$ cat src/design/ir90_pkg.sv
`default_nettype none
// ----------------------------------------------------------------------------
// ir90_pkg: shared types and constants of the 90-degree image rotator
// Field widths, register indexes, request and status codes, and the
// command and status groups between controller and datapath.
// ----------------------------------------------------------------------------
package ir90_pkg;

   localparam int DEF_MAX_WIDTH  = 64;
   localparam int DEF_MAX_HEIGHT = 64;

   localparam int DIM_W      = 7;
   localparam int PITCH_W    = 13;
   localparam int PIX_W      = 8;
   localparam int DADDR_W    = 18;
   localparam int CSR_IDX_W  = 2;
   localparam int CSR_DATA_W = 13;

   localparam logic [DIM_W-1:0]   RST_IMG_WIDTH  = 7'd64;
   localparam logic [DIM_W-1:0]   RST_IMG_HEIGHT = 7'd64;
   localparam logic               RST_ROTATE_CCW = 1'b0;
   localparam logic [PITCH_W-1:0] RST_DST_PITCH  = 13'd64;

   typedef enum logic [CSR_IDX_W-1:0] {
      CSR_IMG_WIDTH  = 2'd0,
      CSR_IMG_HEIGHT = 2'd1,
      CSR_ROTATE_CCW = 2'd2,
      CSR_DST_PITCH  = 2'd3
   } csr_idx_type;

   localparam logic REQ_STORE       = 1'b0;
   localparam logic REQ_FETCH       = 1'b1;
   localparam logic FETCH_OK        = 1'b0;
   localparam logic FETCH_NOT_READY = 1'b1;

   typedef struct packed {
      logic store;
      logic calc;
      logic read;
      logic emit_pix;
      logic emit_nr;
   } ctrl_cmd_type;

   typedef struct packed {
      logic is_fetch;
      logic frame_full;
      logic out_free;
   } dp_status_type;

   // saturate a dimension register into 1..maxv
   function automatic logic [DIM_W-1:0] clamp_dim(input logic [DIM_W-1:0] v, input int maxv);
      logic [DIM_W-1:0] res;
      begin
         if (v == '0) begin
            res = DIM_W'(1);
         end else if (int'(v) > maxv) begin
            res = DIM_W'(maxv);
         end else begin
            res = v;
         end
         return res;
      end
   endfunction

endpackage
`default_nettype wire

$ cat src/design/ir90_ctrl.sv
`default_nettype none
// ----------------------------------------------------------------------------
// ir90_ctrl: request sequencer
// Accepts requests; steps a full-frame fetch through address, read and emit.
// ----------------------------------------------------------------------------
module ir90_ctrl (
   input  wire logic                    clock,
   input  wire logic                    reset,
   input  wire logic                    req_valid,
   output logic                         req_ready,
   input  wire ir90_pkg::dp_status_type sts,
   output ir90_pkg::ctrl_cmd_type       cmd
);
   import ir90_pkg::*;

   typedef enum logic [1:0] {
      ST_IDLE,
      ST_CALC,
      ST_READ,
      ST_EMIT
   } state_type;

   state_type state_ff, state_in;
   logic      nr_ff, nr_in;

   always_comb begin
      state_in = state_ff;
      nr_in    = nr_ff;
      unique case (state_ff)
         ST_IDLE: begin
            if (req_valid && sts.is_fetch) begin
               nr_in    = !sts.frame_full;
               state_in = sts.frame_full ? ST_CALC : ST_EMIT;
            end
         end
         ST_CALC: state_in = ST_READ;
         ST_READ: state_in = ST_EMIT;
         ST_EMIT: begin
            if (sts.out_free) begin
               state_in = ST_IDLE;
            end
         end
         default: state_in = ST_IDLE;
      endcase
   end

   always_ff @(posedge clock) begin
      if (reset) begin
         state_ff <= ST_IDLE;
         nr_ff    <= 1'b0;
      end else begin
         state_ff <= state_in;
         nr_ff    <= nr_in;
      end
   end

   assign req_ready    = (state_ff == ST_IDLE);
   assign cmd.store    = (state_ff == ST_IDLE) && req_valid && !sts.is_fetch;
   assign cmd.calc     = (state_ff == ST_CALC);
   assign cmd.read     = (state_ff == ST_READ);
   assign cmd.emit_pix = (state_ff == ST_EMIT) && sts.out_free && !nr_ff;
   assign cmd.emit_nr  = (state_ff == ST_EMIT) && sts.out_free && nr_ff;

endmodule
`default_nettype wire

$ cat config.mk
export PLATFORM = sky130hd
export DESIGN_NAME = ir90_ctrl
export DESIGN_NICKNAME = d
export VERILOG_FILES = /design/src/design/ir90_pkg.sv /design/src/design/ir90_ctrl.sv
export SDC_FILE = /design/constraint.sdc
export NUM_CORES = 1
export LEC_CHECK = 0
export BUFFER_PORTS_ARGS = -buffer_cell sky130_fd_sc_hd__buf_2
export CAP_MARGIN = 20
export CORE_AREA = 5 5 42 44
export CTS_BUF_LIST = sky130_fd_sc_hd__clkbuf_4 sky130_fd_sc_hd__clkbuf_8 sky130_fd_sc_hd__clkbuf_16
export DETAILED_ROUTE_END_ITERATION = 10
export DIE_AREA = 0 0 47 49
export GPL_ROUTABILITY_DRIVEN = 0
export PLACE_DENSITY_LB_ADDON = 0.25
export SLEW_MARGIN = 5
export SYNTH_ARGS = -nofsm -noshare
export SYNTH_HDL_FRONTEND = slang
export SYNTH_SLANG_ARGS = --single-unit
$ cat constraint.sdc
create_clock -name clock -period 3.1 [get_ports clock]
set_clock_uncertainty 0.05 [all_clocks]
set_input_delay 0.62 -clock clock [delete_from_list [all_inputs] [get_ports clock]]
set_output_delay 0.62 -clock clock [all_outputs]
set_load 0.005 [all_outputs]
==> metrics.yaml <==
route:
  route.detailed.drc: 0
  wirelength_um: 560
  ant_nets: 0
  vias: 250
  post_drt_via_cell_ratio: 4.24
  drt_pass1_iterations: 3
  dr.first_iter.drc_count: 3
  wl_per_cell_um: 9.49
clocking:
  clockBufferDepth: 2
  clk_latency_ns: 0.23
  cts-htree-levels: 1
  clk_pin_slew_ns: 0.04
  clock-sinks: 3
  cts_tree: "built"
  ctsHoldBuffers: 0
  ctsRootBufferMaster: "clkbuf_4"
  post_cts_resized: 0
  cts_buffers: 3
  cts_setup_buffers: 0
grt:
  antenna_found_initial: 0
  grt_pass1_wl_um: 986
  grt_max_degree: 10
  grtUsageMet2: 0.0882
  track_usage: 0.0626
  use_met1: 0.0592
  grtUsageMet3: 0.0295
  grt.busiest_layer: "met2"
  grt-ovfl-total: 0
  grt_pass1_vias: 264
power_and_ir_drop:
  p_leak_nw: 0.179
  peakVddDrop_v: 0.000263
  cellPowerDensity_nw_per_um2: 845
yosys:
  syn_inst: 28
  yosysWarningCount: 0
  synth_xor_area_frac: 0
  ys_types: 15
  synth_adder_area_share: 0.214
  ys_seq_elements: 3
  yosysMostFrequentCell: "ha_1"
  yosys.area_share.simple: 0.299
  syn-num-nets: 38
  synth_top_family_by_area: "simple AND/OR/NAND/NOR gates"
  yosys.area.top_type_share: 0.257
  synth_compound_area_frac: 0.134
  ys.flop_type: "dfxtp_1"
  yosysTopAreaCell: "dfxtp_1"
  synth_common_cells: "ha_1 (4), dfxtp_1 (3), nand2_1 (3), nor2_1 (3)"
  syn-cell-area_um2: 234
  ys_seq_area_frac: 0.257
  synth.area.top_cells: "dfxtp_1 (26%), ha_1 (21%), mux2_4 (6.4%)"
  synth.avg_cell_area_um2: 8.36
  synthArstFlopShare: 0
  synth_edf_count: 0
  synthMuxAreaShare: 0.0642
timing:
  fin_tns_setup_ns: 0
  worstMarginPinSlew_ns: 0.279
  slew_headroom: 0.814
  rsz0062_at_grt: "false"
  fin_crit_ns: 1.92
  setup_viol: 0
  min_period_over_period: 0.618
  hold_viol_final: 0
  fmax_mhz: 522
  maxSlewViolCount: 0
placed_design:
  dp_hpwl_um: 456
  placed_area_um2: 309
  port_buffers: 11
setup_path:
  endpoint_kind: "primary output"
  rr_startpoint: "state_ff[0]"
  cpPeakStageDelay_ns: 0.32
  r2r_end: "state_ff[1]"
  cp_num_buf_inv: 2
  worstPathRequired_ns: 2.43
  critPathLaunchType: "flop"
  cp_max_fo: 9
  cpLargestDelayFamily: "flip-flops"
  reg2regPathDepth: 4
  crit_path_top_delay_cell: "dfxtp_1"
  path_cells: "inv_1 > ha_1 > nand2_1 > nor2_1 > buf_2"
  worst-r2r-setup-slack_ns: 1.69
  critical_path_class: "flop to primary output"
  arrival_ns: 1.25
final_layout:
  finalNetCount: 54
  area_growth_pct: 44.9
  design_area_um2: 339
  diodes: 0
  drive_above_1_share: 0.419
min_path:
  hold-path-cell-count: 2
  hp-start: "state_ff[0]"
  hp-class: "flop to flop"
  holdPathEnd: "state_ff[0]"
floorplan:
  dieWidth_um: 47
  fp.dieH_um: 49
  io_pins: 12
  initial_utilization: 0.167
  dieArea_um2: 2300
  core_area_um2: 1400
  num_rows: 14
outcome:
  status: "completed"
flow_run:
  cap_violations: 0
[where the power goes]
group | total [W] | switching (W) | internal, W | leakage, nW
clock | 0.0000774 | 0.0000204 | 0.0000570 | 0.0184
combinational | 0.000145 | 0.0000735 | 0.0000716 | 0.136
sequential | 0.0000642 | 0.0000106 | 0.0000536 | 0.0247
[stage by stage]
stage / hold WS [ns] / total power [W] / instances / util / setup WS (ns)
after detailed placement: 0.489 / 0.000213 / 55 / 0.221 / 1.41
final: 0.489 / 0.000287 / 59 / 0.242 / 1.18
after CTS: 0.495 / 0.000294 / 59 / 0.242 / 1.17
after global placement: 0.495 / 0.000214 / 55 / 0.221 / 1.42
after global routing: 0.541 / 0.000322 / 59 / 0.242 / 1.04
after floorplan: 0.449 / 0.000166 / 28 / - / 1.58
[state kept, by name, summed over array words and instances (netlist names)]
name	cells
state_ff	2
nr_ff	1
[worst max-delay path by stage]
stage / cells after the start / endpoint / slack [ns] / start
global placement: 3 / cmd[0] / 1.42 / sts[0]
global route: 5 / cmd[4] / 1.04 / state_ff[0]
detailed placement: 3 / cmd[0] / 1.41 / sts[0]
CTS: 5 / cmd[4] / 1.17 / state_ff[0]
finish: 5 / cmd[4] / 1.18 / state_ff[0]
floorplan: 4 / cmd[4] / 1.58 / state_ff[0]
[cells in the final DEF, fill, tap and decap left out, drive strengths merged]
cell type	count
a211oi	1
a21o	1
a21oi	2
a31oi	1
and3	1
and4	1
buf	11
clkbuf	4
dfxtp	3
ha	4
inv	2
mux2	1
nand2	3
nand2b	2
nor2	3
nor2b	1
nor3	2
[kinds of logic (layout without fill, tap and decap cells)]
| logic type | Yosys count | count (layout) |
|---|---|---|
| AOI/OAI and AO/OA | 5 | 5 |
| adders and majority gates | 4 | 4 |
| buffers and inverters | 2 | 17 |
| DFF | 3 | 3 |
| muxes | 1 | 1 |
| and+or+nand+nor | 13 | 13 |
[per-layer routing]
layer,vias up,share of wire
met1,112,0.40
met4,0,0.043
met3,4,0.080
li1,125,-
met2,9,0.48
met5,-,0
[layout make-up]
cell class,instances,area [um2]
Timing Repair Buffer,11,55.1
Multi-Input combinational cell,23,166
Inverter,2,7.51
Tap cell,16,20.0
Fill cell,170,1060
Sequential cell,3,60.1
Clock buffer,4,30.0
[worst min-delay path, delay by kind of cell (launching register included)]
family,cells,cell delay [ns]
buf+inv,1,0.10
compound gates,1,0.07
flops,1,0.32
Note: power is estimated with default switching activity, not from simulation.
